### config.mk
export PLATFORM = sky130hd
export DESIGN_NAME = fifo_queue_with_id_sort_top_flat
export DESIGN_NICKNAME = d
export VERILOG_FILES = /design/src/sv/fqs_pkg.sv /design/src/sv/fqs_if.sv /design/src/sv/fqs_ctrl.sv /design/src/sv/fqs_datapath.sv /design/src/sv/fifo_queue_with_id_sort_top.sv /design/src/flat_wrapper.sv
export SDC_FILE = /design/constraint.sdc
export NUM_CORES = 2
export LEC_CHECK = 0
export ABC_AREA = 1
export BUFFER_PORTS_ARGS = -buffer_cell sky130_fd_sc_hd__buf_2
export CORE_MARGIN = 3
export CORE_UTILIZATION = 40
export CTS_BUF_LIST = sky130_fd_sc_hd__clkbuf_8
export DETAILED_ROUTE_END_ITERATION = 16
export GPL_TIMING_DRIVEN = 0
export SYNTH_ARGS = -nofsm -noshare
export SYNTH_HDL_FRONTEND = slang
export SYNTH_SLANG_ARGS = --single-unit
### constraint.sdc
create_clock -name clk -period 11.1 [get_ports clk]
set_input_delay 1.11 -clock clk [delete_from_list [all_inputs] [get_ports clk]]
set_output_delay 1.11 -clock clk [all_outputs]
set_load 0.05 [all_outputs]
### src/sv/fqs_pkg.sv
`timescale 1ns / 1ps
`default_nettype none

package fqs_pkg;

  localparam int DEPTH  = 16;
  localparam int SLOT_W = $clog2(DEPTH);
  localparam int CNT_W  = $clog2(DEPTH + 1);

  localparam int MODE_W   = 3;
  localparam int ID_W     = 32;
  localparam int TAG_W    = 64;
  localparam int POS_W    = 4;
  localparam int STATUS_W = 2;
  localparam int COUNT_W  = 5;

  typedef logic [SLOT_W-1:0]      slot_t;
  typedef logic [CNT_W-1:0]       cnt_t;
  typedef logic [MODE_W-1:0]      mode_field_t;
  typedef logic signed [ID_W-1:0] id_t;
  typedef logic [TAG_W-1:0]       tag_t;
  typedef logic [POS_W-1:0]       pos_t;
  typedef logic [STATUS_W-1:0]    status_field_t;
  typedef logic [COUNT_W-1:0]     count_field_t;

  localparam cnt_t DEPTH_CNT = CNT_W'(DEPTH);
  localparam logic [SLOT_W:0] DEPTH_SUM = (SLOT_W + 1)'(DEPTH);

  typedef enum logic [MODE_W-1:0] {
    MODE_ENQ   = 3'd0,
    MODE_DEQ   = 3'd1,
    MODE_CLEAR = 3'd2,
    MODE_SORT  = 3'd3,
    MODE_READ  = 3'd4
  } mode_t;

  typedef enum logic [STATUS_W-1:0] {
    STATUS_OK    = 2'd0,
    STATUS_EMPTY = 2'd1,
    STATUS_FULL  = 2'd2
  } status_t;

  // Commands from the controller to the datapath.
  typedef struct packed {
    logic accept;
    logic publish;
    logic rd_k;
    logic ld_k;
    logic cmp_step;
    logic put_front;
  } dp_cmd_t;

  // Status from the datapath to the controller.
  typedef struct packed {
    logic in_sort;
    logic few;
    logic shift;
    logic j_zero;
    logic k_last;
    logic out_free;
  } dp_sts_t;

  // Physical slot of a position counted from the head, wrapping at DEPTH.
  function automatic slot_t slot_of(slot_t base, slot_t pos);
    logic [SLOT_W:0] sum;
    sum = {1'b0, base} + {1'b0, pos};
    if (sum >= DEPTH_SUM) begin
      sum = sum - DEPTH_SUM;
    end
    return sum[SLOT_W-1:0];
  endfunction

endpackage

`default_nettype wire

### src/sv/fqs_if.sv
`timescale 1ns / 1ps
`default_nettype none

interface fqs_in_if;
  import fqs_pkg::*;

  logic        valid;
  logic        ready;
  mode_field_t mode;
  id_t         entry_id;
  tag_t        entry_tag;
  pos_t        read_position;

  modport source (output valid, output mode, output entry_id, output entry_tag,
                  output read_position, input ready);
  modport sink (input valid, input mode, input entry_id, input entry_tag,
                input read_position, output ready);
endinterface

interface fqs_out_if;
  import fqs_pkg::*;

  logic          valid;
  logic          ready;
  status_field_t status;
  id_t           out_id;
  tag_t          out_tag;
  count_field_t  entry_count;

  modport source (output valid, output status, output out_id, output out_tag,
                  output entry_count, input ready);
  modport sink (input valid, input status, input out_id, input out_tag,
                input entry_count, output ready);
endinterface

`default_nettype wire

### src/sv/fqs_ctrl.sv
`timescale 1ns / 1ps
`default_nettype none

module fqs_ctrl (
  input  logic             clk,
  input  logic             rst,
  input  logic             req_valid,
  output logic             req_ready,
  input  fqs_pkg::dp_sts_t sts,
  output fqs_pkg::dp_cmd_t cmd
);
  import fqs_pkg::*;

  typedef enum logic [5:0] {
    ST_IDLE = 6'b000001,
    ST_OP   = 6'b000010,
    ST_RDK  = 6'b000100,
    ST_LDK  = 6'b001000,
    ST_CMP  = 6'b010000,
    ST_PUT  = 6'b100000
  } state_t;

  state_t state;
  state_t state_next;

  always_ff @(posedge clk) begin
    if (rst) begin
      state <= ST_IDLE;
    end else begin
      state <= state_next;
    end
  end

  always_comb begin
    cmd        = '0;
    state_next = state;
    req_ready  = 1'b0;
    unique case (state)
      ST_IDLE: begin
        req_ready = 1'b1;
        if (req_valid) begin
          cmd.accept = 1'b1;
          state_next = (sts.in_sort && !sts.few) ? ST_RDK : ST_OP;
        end
      end
      ST_OP: begin
        if (sts.out_free) begin
          cmd.publish = 1'b1;
          state_next  = ST_IDLE;
        end
      end
      ST_RDK: begin
        cmd.rd_k   = 1'b1;
        state_next = ST_LDK;
      end
      ST_LDK: begin
        cmd.ld_k   = 1'b1;
        state_next = ST_CMP;
      end
      ST_CMP: begin
        cmd.cmp_step = 1'b1;
        if (sts.shift) begin
          if (sts.j_zero) begin
            state_next = ST_PUT;
          end
        end else begin
          state_next = sts.k_last ? ST_OP : ST_RDK;
        end
      end
      ST_PUT: begin
        cmd.put_front = 1'b1;
        state_next    = sts.k_last ? ST_OP : ST_RDK;
      end
      default: begin
        state_next = ST_IDLE;
      end
    endcase
  end

endmodule

`default_nettype wire

### src/sv/fqs_datapath.sv
`timescale 1ns / 1ps
`default_nettype none

module fqs_datapath (
  input  logic                   clk,
  input  logic                   rst,
  input  fqs_pkg::dp_cmd_t       cmd,
  output fqs_pkg::dp_sts_t       sts,
  input  fqs_pkg::mode_field_t   req_mode,
  input  fqs_pkg::id_t           req_id,
  input  fqs_pkg::tag_t          req_tag,
  input  fqs_pkg::pos_t          req_pos,
  input  logic                   rsp_ready,
  output logic                   rsp_valid,
  output fqs_pkg::status_field_t rsp_status,
  output fqs_pkg::id_t           rsp_id,
  output fqs_pkg::tag_t          rsp_tag,
  output fqs_pkg::count_field_t  rsp_count
);
  import fqs_pkg::*;

  id_t  id_mem  [DEPTH];
  tag_t tag_mem [DEPTH];

  slot_t       head;
  cnt_t        count;
  mode_field_t op_mode;
  id_t         op_id;
  tag_t        op_tag;
  pos_t        op_pos;
  cnt_t        k;
  slot_t       j;
  id_t         cur_id;
  tag_t        cur_tag;
  id_t         rd_id;
  tag_t        rd_tag;

  logic          out_free;
  logic          shift;
  logic          rd_en;
  slot_t         rd_addr;
  logic          wr_en;
  slot_t         wr_addr;
  id_t           wr_id;
  tag_t          wr_tag;
  slot_t         head_next;
  cnt_t          count_next;
  status_field_t res_status;
  id_t           res_id;
  tag_t          res_tag;

  assign out_free = !rsp_valid || rsp_ready;
  // Shift the compared entry up while it is not below the one being inserted,
  // so equal ids place the later entry first.
  assign shift    = rd_id >= cur_id;

  assign sts.in_sort  = (req_mode == MODE_SORT);
  assign sts.few      = (count < cnt_t'(2));
  assign sts.shift    = shift;
  assign sts.j_zero   = (j == '0);
  assign sts.k_last   = ((k + cnt_t'(1)) == count);
  assign sts.out_free = out_free;

  always_comb begin
    rd_en   = 1'b0;
    rd_addr = head;
    priority if (cmd.accept) begin
      rd_en   = 1'b1;
      rd_addr = slot_of(head, (req_mode == MODE_READ) ? slot_t'(req_pos) : slot_t'(0));
    end else if (cmd.rd_k) begin
      rd_en   = 1'b1;
      rd_addr = slot_of(head, k[SLOT_W-1:0]);
    end else if (cmd.ld_k) begin
      rd_en   = 1'b1;
      rd_addr = slot_of(head, k[SLOT_W-1:0] - slot_t'(1));
    end else if (cmd.cmp_step) begin
      rd_en   = shift && (j != '0);
      rd_addr = slot_of(head, j - slot_t'(1));
    end else begin
      rd_en   = 1'b0;
    end
  end

  always_comb begin
    wr_en   = 1'b0;
    wr_addr = head;
    wr_id   = cur_id;
    wr_tag  = cur_tag;
    priority if (cmd.cmp_step) begin
      wr_en   = 1'b1;
      wr_addr = slot_of(head, j + slot_t'(1));
      wr_id   = shift ? rd_id : cur_id;
      wr_tag  = shift ? rd_tag : cur_tag;
    end else if (cmd.put_front) begin
      wr_en   = 1'b1;
      wr_addr = head;
    end else if (cmd.publish && (op_mode == MODE_ENQ) && (count < DEPTH_CNT)) begin
      wr_en   = 1'b1;
      wr_addr = slot_of(head, count[SLOT_W-1:0]);
      wr_id   = op_id;
      wr_tag  = op_tag;
    end else begin
      wr_en   = 1'b0;
    end
  end

  always_ff @(posedge clk) begin
    if (wr_en) begin
      id_mem[wr_addr]  <= wr_id;
      tag_mem[wr_addr] <= wr_tag;
    end
    if (rd_en) begin
      rd_id  <= id_mem[rd_addr];
      rd_tag <= tag_mem[rd_addr];
    end
  end

  always_comb begin
    head_next  = head;
    count_next = count;
    res_status = STATUS_OK;
    res_id     = '0;
    res_tag    = '0;
    unique case (op_mode)
      MODE_ENQ: begin
        if (count >= DEPTH_CNT) begin
          res_status = STATUS_FULL;
        end else begin
          count_next = count + cnt_t'(1);
        end
      end
      MODE_DEQ: begin
        if (count == '0) begin
          res_status = STATUS_EMPTY;
        end else begin
          res_id     = rd_id;
          res_tag    = rd_tag;
          head_next  = slot_of(head, slot_t'(1));
          count_next = count - cnt_t'(1);
        end
      end
      MODE_CLEAR: begin
        if (count == '0) begin
          res_status = STATUS_EMPTY;
        end
        head_next  = '0;
        count_next = '0;
      end
      MODE_SORT: begin
        res_status = STATUS_OK;
      end
      MODE_READ: begin
        if (cnt_t'(op_pos) >= count) begin
          res_status = STATUS_EMPTY;
        end else begin
          res_id  = rd_id;
          res_tag = rd_tag;
        end
      end
      default: begin
        res_status = STATUS_OK;
      end
    endcase
  end

  always_ff @(posedge clk) begin
    if (rst) begin
      head      <= '0;
      count     <= '0;
      rsp_valid <= 1'b0;
    end else begin
      if (cmd.publish) begin
        head      <= head_next;
        count     <= count_next;
        rsp_valid <= 1'b1;
      end else if (rsp_ready) begin
        rsp_valid <= 1'b0;
      end
    end
  end

  always_ff @(posedge clk) begin
    if (cmd.accept) begin
      op_mode <= req_mode;
      op_id   <= req_id;
      op_tag  <= req_tag;
      op_pos  <= req_pos;
      k       <= cnt_t'(1);
    end
    if (cmd.ld_k) begin
      cur_id  <= rd_id;
      cur_tag <= rd_tag;
      j       <= k[SLOT_W-1:0] - slot_t'(1);
    end
    if (cmd.cmp_step) begin
      if (shift) begin
        if (j != '0) begin
          j <= j - slot_t'(1);
        end
      end else begin
        k <= k + cnt_t'(1);
      end
    end
    if (cmd.put_front) begin
      k <= k + cnt_t'(1);
    end
    if (cmd.publish) begin
      rsp_status <= res_status;
      rsp_id     <= res_id;
      rsp_tag    <= res_tag;
      rsp_count  <= COUNT_W'(count_next);
    end
  end

  a_count_max: assert property (@(posedge clk) disable iff (rst)
    count <= DEPTH_CNT)
    else $error("held count exceeds the queue depth");

  a_publish_free: assert property (@(posedge clk) disable iff (rst)
    cmd.publish |-> out_free)
    else $error("result written over one not yet transferred");

  a_enq_grows: assert property (@(posedge clk) disable iff (rst)
    (cmd.publish && (op_mode == MODE_ENQ) && (count < DEPTH_CNT))
      |=> (count == $past(count) + cnt_t'(1)))
    else $error("enqueue into a queue with room did not add an entry");

  a_j_below_k: assert property (@(posedge clk) disable iff (rst)
    cmd.cmp_step |-> (cnt_t'(j) < k))
    else $error("insertion scan position not below the inserted element");

endmodule

`default_nettype wire

### src/sv/fifo_queue_with_id_sort_top.sv
// Bounded queue of 16 entries, each a signed 32-bit id and a 64-bit tag.
// The request channel carries one operation per transfer: enqueue, dequeue,
// clear, sort by id, or read at a position from the head. Every request
// gives exactly one response transfer with a status, the removed or read
// entry (zero otherwise) and the number of entries held afterwards.
// Enqueue, dequeue, clear and read go from the request transfer to a valid
// response in order: the idle state accepts the request and reads the entry
// store, then the operate state, once the output register is free, updates
// the queue and loads the response register. A request is taken only while
// the controller is idle, so a new request waits until the previous one has
// loaded its response. Sort runs an insertion sort through the entry store,
// whose single read port bounds the speed of the sort. No requests are taken
// while a sort runs.
// The response sits in an output register; while it waits for the receiver,
// the next request is still accepted and executed up to its own response,
// which then waits until the register is free.
// Reset empties the queue and drops any pending response; the entry store
// itself is not cleared.
`timescale 1ns / 1ps
`default_nettype none

module fifo_queue_with_id_sort_top (
  input  logic      clk,
  input  logic      rst,
  fqs_in_if.sink    request,
  fqs_out_if.source response
);
  import fqs_pkg::*;

  dp_cmd_t cmd;
  dp_sts_t sts;

  fqs_ctrl u_ctrl (
    .clk       (clk),
    .rst       (rst),
    .req_valid (request.valid),
    .req_ready (request.ready),
    .sts       (sts),
    .cmd       (cmd)
  );

  fqs_datapath u_datapath (
    .clk        (clk),
    .rst        (rst),
    .cmd        (cmd),
    .sts        (sts),
    .req_mode   (request.mode),
    .req_id     (request.entry_id),
    .req_tag    (request.entry_tag),
    .req_pos    (request.read_position),
    .rsp_ready  (response.ready),
    .rsp_valid  (response.valid),
    .rsp_status (response.status),
    .rsp_id     (response.out_id),
    .rsp_tag    (response.out_tag),
    .rsp_count  (response.entry_count)
  );

endmodule

`default_nettype wire
### src/flat_wrapper.sv
// flat-port wrapper written by rule: the top's interface ports become plain ports
module fifo_queue_with_id_sort_top_flat import fqs_pkg::*;
  (clk, rst, request_valid, request_mode, request_entry_id, request_entry_tag, request_read_position, request_ready, response_valid, response_status, response_out_id, response_out_tag, response_entry_count, response_ready);
  fqs_in_if request_i ();
  fqs_out_if response_i ();
  input  logic clk;
  input  logic rst;
  input wire logic [$bits(request_i.valid)-1:0] request_valid;
  input wire logic [$bits(request_i.mode)-1:0] request_mode;
  input wire logic [$bits(request_i.entry_id)-1:0] request_entry_id;
  input wire logic [$bits(request_i.entry_tag)-1:0] request_entry_tag;
  input wire logic [$bits(request_i.read_position)-1:0] request_read_position;
  output wire logic [$bits(request_i.ready)-1:0] request_ready;
  output wire logic [$bits(response_i.valid)-1:0] response_valid;
  output wire logic [$bits(response_i.status)-1:0] response_status;
  output wire logic [$bits(response_i.out_id)-1:0] response_out_id;
  output wire logic [$bits(response_i.out_tag)-1:0] response_out_tag;
  output wire logic [$bits(response_i.entry_count)-1:0] response_entry_count;
  input wire logic [$bits(response_i.ready)-1:0] response_ready;
  assign request_i.valid = request_valid;
  assign request_i.mode = request_mode;
  assign request_i.entry_id = request_entry_id;
  assign request_i.entry_tag = request_entry_tag;
  assign request_i.read_position = request_read_position;
  assign request_ready = request_i.ready;
  assign response_valid = response_i.valid;
  assign response_status = response_i.status;
  assign response_out_id = response_i.out_id;
  assign response_out_tag = response_i.out_tag;
  assign response_entry_count = response_i.entry_count;
  assign response_i.ready = response_ready;
  fifo_queue_with_id_sort_top u_core (.clk(clk), .rst(rst), .request(request_i), .response(response_i));
endmodule
---- Word-level counts from Yosys, hierarchy flattened ----
Memory sizes are Yosys's and may differ from the RTL's. A register that Yosys moved wholly into a read port is not among the register bits.
Cells that the tools add are included.
storage, ports and cells
  register bits after elaboration ......... 327
  bits in writable memories ............... 1536
  memories kept ........................... 2
operators by class
  add/subtract/negate cells ............... 20
  magnitude comparators ................... 12
  equal/unequal tests ..................... 16
  multiplexer cells ....................... 73
  reduce and logical (&&, ||, !) cells .... 16
memory list
  name                       depth  bits a word  rd ports  clocked after Yosys merged registers in  write ports  RTL line            text
  u_core.u_datapath.tag_mem  16     64           1         1                                        1            fqs_datapath.sv:23  tag_t tag_mem [DEPTH];
  u_core.u_datapath.id_mem   16     32           1         1                                        1            fqs_datapath.sv:22  id_t id_mem [DEPTH];
operators by type and width
  cell                   count
  $mux W64               6
  $mux W32               6
  $pmux W64 S2           1
  $mux W4                20
  $pmux W32 S2           1
  $ge A5 B5 Y1 const B   8
  $pmux W6 S6            1
  $sub A4 B1 Y4 const B  9
  $ge A32 B32 Y1         1
  $add A4 B4 Y5          6
  $mux W5                6
  $mux W6                4
  $mux W1                22
  $pmux W5 S3            1
  $add A5 B1 Y5 const B  2
  $pmux W4 S2            1
  $eq A3 B2 Y1 const B   2
  $eq A3 B3 Y1 const B   2
  $eq A6 B1 Y1 const B   1
  $eq A6 B2 Y1 const B   1
  $eq A6 B3 Y1 const B   1
  $eq A6 B4 Y1 const B   1
  $eq A6 B5 Y1 const B   1
  $eq A6 B6 Y1 const B   1
  23 further kinds       32

---- Longest topological paths before layout ----
  depth in word-level cells ............... 11
  depth in mapped cells ................... 22

---- Cells and area by module ----
From an unflattened synthesis, not the netlist that was laid out.
second synthesis, totals
  cell total of the unflattened synthesis .. 7750
  area total of the unflattened synthesis .. 83964.3 sq um
modules (own cells, without submodules)
  module        instances  cells each  area an instance (sq um)
  fqs_datapath  1          7674        83498.8
  fqs_ctrl      1          76          465.4

---- Least setup slack after synthesis ----
OpenSTA, ideal clock, no wires.
  path type ............................... input to register
  start point ............................. input port response_ready
  end point ............................... memory u_core.u_datapath.id_mem[4][0] (netlist name) (enable)
  data arrival time ....................... 11.109 ns
  data required time ...................... 10.548 ns
  slack ................................... -0.561 ns
  cell stages on the path ................. 11
  cells stage by stage .................... nor2_1 > nor2_1 > inv_1 > nor2_4 > inv_2 > nor2_1 > xor2_1 > nand2_1 > nand2_1 > nand2_1 > nor2_1
RTL lines
  item         RTL line            text
  from (decl)  flat_wrapper.sv:19  input wire logic [$bits(response_i.ready)-1:0] response_ready;
  to (decl)    fqs_datapath.sv:22

==> flow_summary.ini <==
[timing]
fin_setup_tns_ns = 0
final.setup_skew_ns = 0.107
min_period_ns = 5.53
hold_slack_ns = 0.220
slew_headroom_pct = 1.20
finalSetupViolCount = 0
worst_slew_pin_slew_ns = 1.48
rsz0062_at_grt = false
fin_ws_ns = 5.57
max_freq_mhz = 181
period_share_pct = 49.8
hold_violations = 0
drv_slew = 0

[clock_network]
cts_buffers = 328
cts_buffer_depth = 4
htreeDepth = 5
cts.sinks = 1959
cts_root_buf = clkbuf_8
postCtsHoldBufs = 0
cts_resized = 0
clock_latency_ns = 1.07
cts_tree = built
postCtsSetupRepairBufs = 0
clk_pin_slew_ns = 0.06

[floorplan]
core_um2 = 200000
rows = 164
die_area_um2 = 208000
die_w_um = 456
num_io_pins = 212
initial_core_util_pct = 40.4
die_y_um = 456

[yosys]
synth_seq_cells = 1959
yosys_warnings = 0
synthesis.area_um2 = 80900
synth_compound_area_share_pct = 2.35
postSynthCellCount = 6682
synth-adder-area-share_pct = 1.08
ys_seq_area_share_pct = 72.4
ys.flop_type = edfxtp_1
synth-xor-area-share_pct = 0.314
synth_edf_count = 1934
synth_area_leaders = edfxtp_1 72%, nand3_1 12%, nand2_1 6.4%, buf_2 1.6%, nor2_1 1.0%
synthSimpleGateAreaFrac_pct = 20.2
synth_top_area_share_pct = 71.7
yosys.area.top_type = edfxtp_1
async_reset_ff_share_pct = 0
synth_top_family_by_area = simple AND/OR/NAND/NOR gates
syn_avg_cell_area_um2 = 12.1
syn-num-nets = 6855
yosys-mux-area-fraction_pct = 0
synth.distinct_cells = 41

[place]
place_ws_ns = 4.21
dp.cells = 9629
port_buffers = 211
gp_congestion = 0.868
post_dp_cell_area_um2 = 87200
dp.final_hpwl_mm = 172

[min_path]
hold_path_class = primary input to flip-flop
min_from = request_entry_tag[17]
hold_depth = 1
hold_end = u_core.u_datapath.op_tag[17]$_DFFE_PP_

[critical_path]
cp-end-kind = flip-flop
r2r_start = u_core.u_ctrl.state[2]$_SDFFE_PP0P_
crit_arrival_ns = 6.21
worst-path-max-fanout = 27
cp_top_family = buffers and inverters
critical_path_buf_inv_count = 5
rr_endpoint = u_core.u_datapath.id_mem[6][6]$_DFFE_PP_
crit_required_ns = 11.79
worstPathCellList = nor2_2 -> nand4_1 -> nor2_4 -> buf_12 -> inv_1 -> nor2_4 -> inv_2 -> clkbuf_1 -> clkbuf_1 -> nand2_1 -> o221ai_2
cp_slowest_cell = clkbuf_1
cp_slowest_stage_delay_ns = 0.95
start_kind = flip-flop
ff2ff_setup_slack_ns = 5.57
rr_worst_depth = 11
path_class = flip-flop to flip-flop

[layout]
area_growth_pct = 14.9
stdcell_count = 10194
final_area_um2 = 93000
drive_gt1_share_pct = 13.9
nets = 7481
postLayoutCoreUtil_pct = 46.4

[route]
drc = 0
antenna_left = 0
vias = 57113
via_per_inst = 5.60
drt_wl_total_mm = 253
wl_met1_mm = 102
dr.pass1.iters = 8
met3_length_mm = 22.2
wl_met2_mm = 116
drt_iter0_drc = 6838
route.detailed.wl_per_inst_um = 24.8
highest_layer = met5

[pwr]
power_mw = 16.3
p_leak_nw = 34.1
peakVddDrop_v = 0.000154
cellPowerDensity_nw_per_um2 = 175

[global_routing]
grt_max_degree = 64
antenna_found_initial = 19
grtUsageTotal_pct = 23.7
grt_pass1_vias = 54858
grt_overflow = 0
grt_pass1_wl_mm = 366

[status]
status = completed

[job]
drv_cap = 0
-- cells in the mapped netlist (2+ instances only) --
cell,n
edfxtp_1,1934
a21o_1,3
o221ai_1,94
clkbuf_1,150
nand2_2,2
buf_1,45
clkinv_1,2
nand4_1,6
inv_1,204
or2_0,2
o21ai_0,97
a211oi_1,4
nand3_1,2015
buf_6,4
nor3_1,14
nor2_2,3
nor2_1,222
xnor2_1,15
o21a_1,2
o21ai_1,2
a21oi_1,46
o211ai_1,30
buf_2,255
dfxtp_1,25
inv_2,5
fa_1,6
ha_1,60
buf_4,22
o21ai_2,2
xor2_1,14
nand2_1,1387
-- cell usage in the layout, fill, tap and decap left out, drive strengths merged, types with 15 or more instances in the layout --
master and instances:
nand3 2016, edfxtp 1934, nand2 1390, buf 622, clkbuf 483, inv 332, nor2 226, o21ai 101
o221ai 94, clkinv 90, ha 60, a21oi 46, o211ai 30, dfxtp 25, xnor2 15
-- kinds of logic after synthesis --
logic type	count (synthesis)
simple gates	3657
compound gates	284
flops	1959
fa+ha+maj	66
xor+xnor	29
buf+inv	687
-- cell type report --
class,instances,area (um^2)
plain buffers,476,2240
clock inverters,217,963
clock buffers,333,4580
inverters,211,802
fillers,17978,107000
multi-input cells,4036,19900
well taps,2656,3320
flip-flops and latches,1959,58600
diodes,10,25.0
repair buffers,296,2620
-- worst max-delay path by stage --
stage | depth (start not counted) | startpoint | slack, ns | to
finish | 11 | u_core.u_ctrl.state[2]$_SDFFE_PP0P_ | 5.57 | u_core.u_datapath.id_mem[6][6]$_DFFE_PP_
global route | 11 | u_core.u_datapath.rsp_valid$_SDFFE_PP0P_ | 5.28 | u_core.u_datapath.id_mem[7][6]$_DFFE_PP_
CTS | 11 | u_core.u_ctrl.state[2]$_SDFFE_PP0P_ | 5.03 | u_core.u_datapath.id_mem[11][30]$_DFFE_PP_
detailed placement | 11 | response_ready | 4.21 | u_core.u_datapath.id_mem[8][30]$_DFFE_PP_
global placement | 12 | response_ready | -5.38 | u_core.u_datapath.tag_mem[2][16]$_DFFE_PP_
floorplan | 11 | response_ready | 1.35 | u_core.u_datapath.id_mem[4][0]$_DFFE_PP_
-- per-layer routing --
layer  global-route usage (%)  vias to the layer above
li1                         -                    25526
met1                     32.1                    28112
met2                     37.1                     2964
met3                     4.26                      507
met4                     11.2                        4
met5                        0                        -
-- registers in the layout, indices dropped and copies added (netlist names), 3 cells and up --
name	cells
u_core.u_datapath.j	4
u_core.u_datapath.tag_mem	1024
u_core.u_datapath.op_tag	64
u_core.u_datapath.rsp_count	5
u_core.u_datapath.k	5
u_core.u_datapath.rsp_id	32
u_core.u_datapath.cur_tag	64
u_core.u_datapath.op_id	32
u_core.u_datapath.cur_id	32
u_core.u_ctrl.state	6
u_core.u_datapath.op_pos	4
u_core.u_datapath.id_mem	512
u_core.u_datapath.rd_tag	64
u_core.u_datapath.head	4
u_core.u_datapath.rd_id	32
u_core.u_datapath.rsp_tag	64
u_core.u_datapath.count	5
u_core.u_datapath.op_mode	3
-- where the power goes --
part / internal, mW / leakage, nW / total (mW) / switching, mW
Sequential: 8.26 / 17.7 / 8.35 / 0.0838
Combinational: 0.557 / 13.1 / 2.26 / 1.71
Clock: 2.85 / 3.29 / 5.67 / 2.82
(Power assumes the default switching activity.)
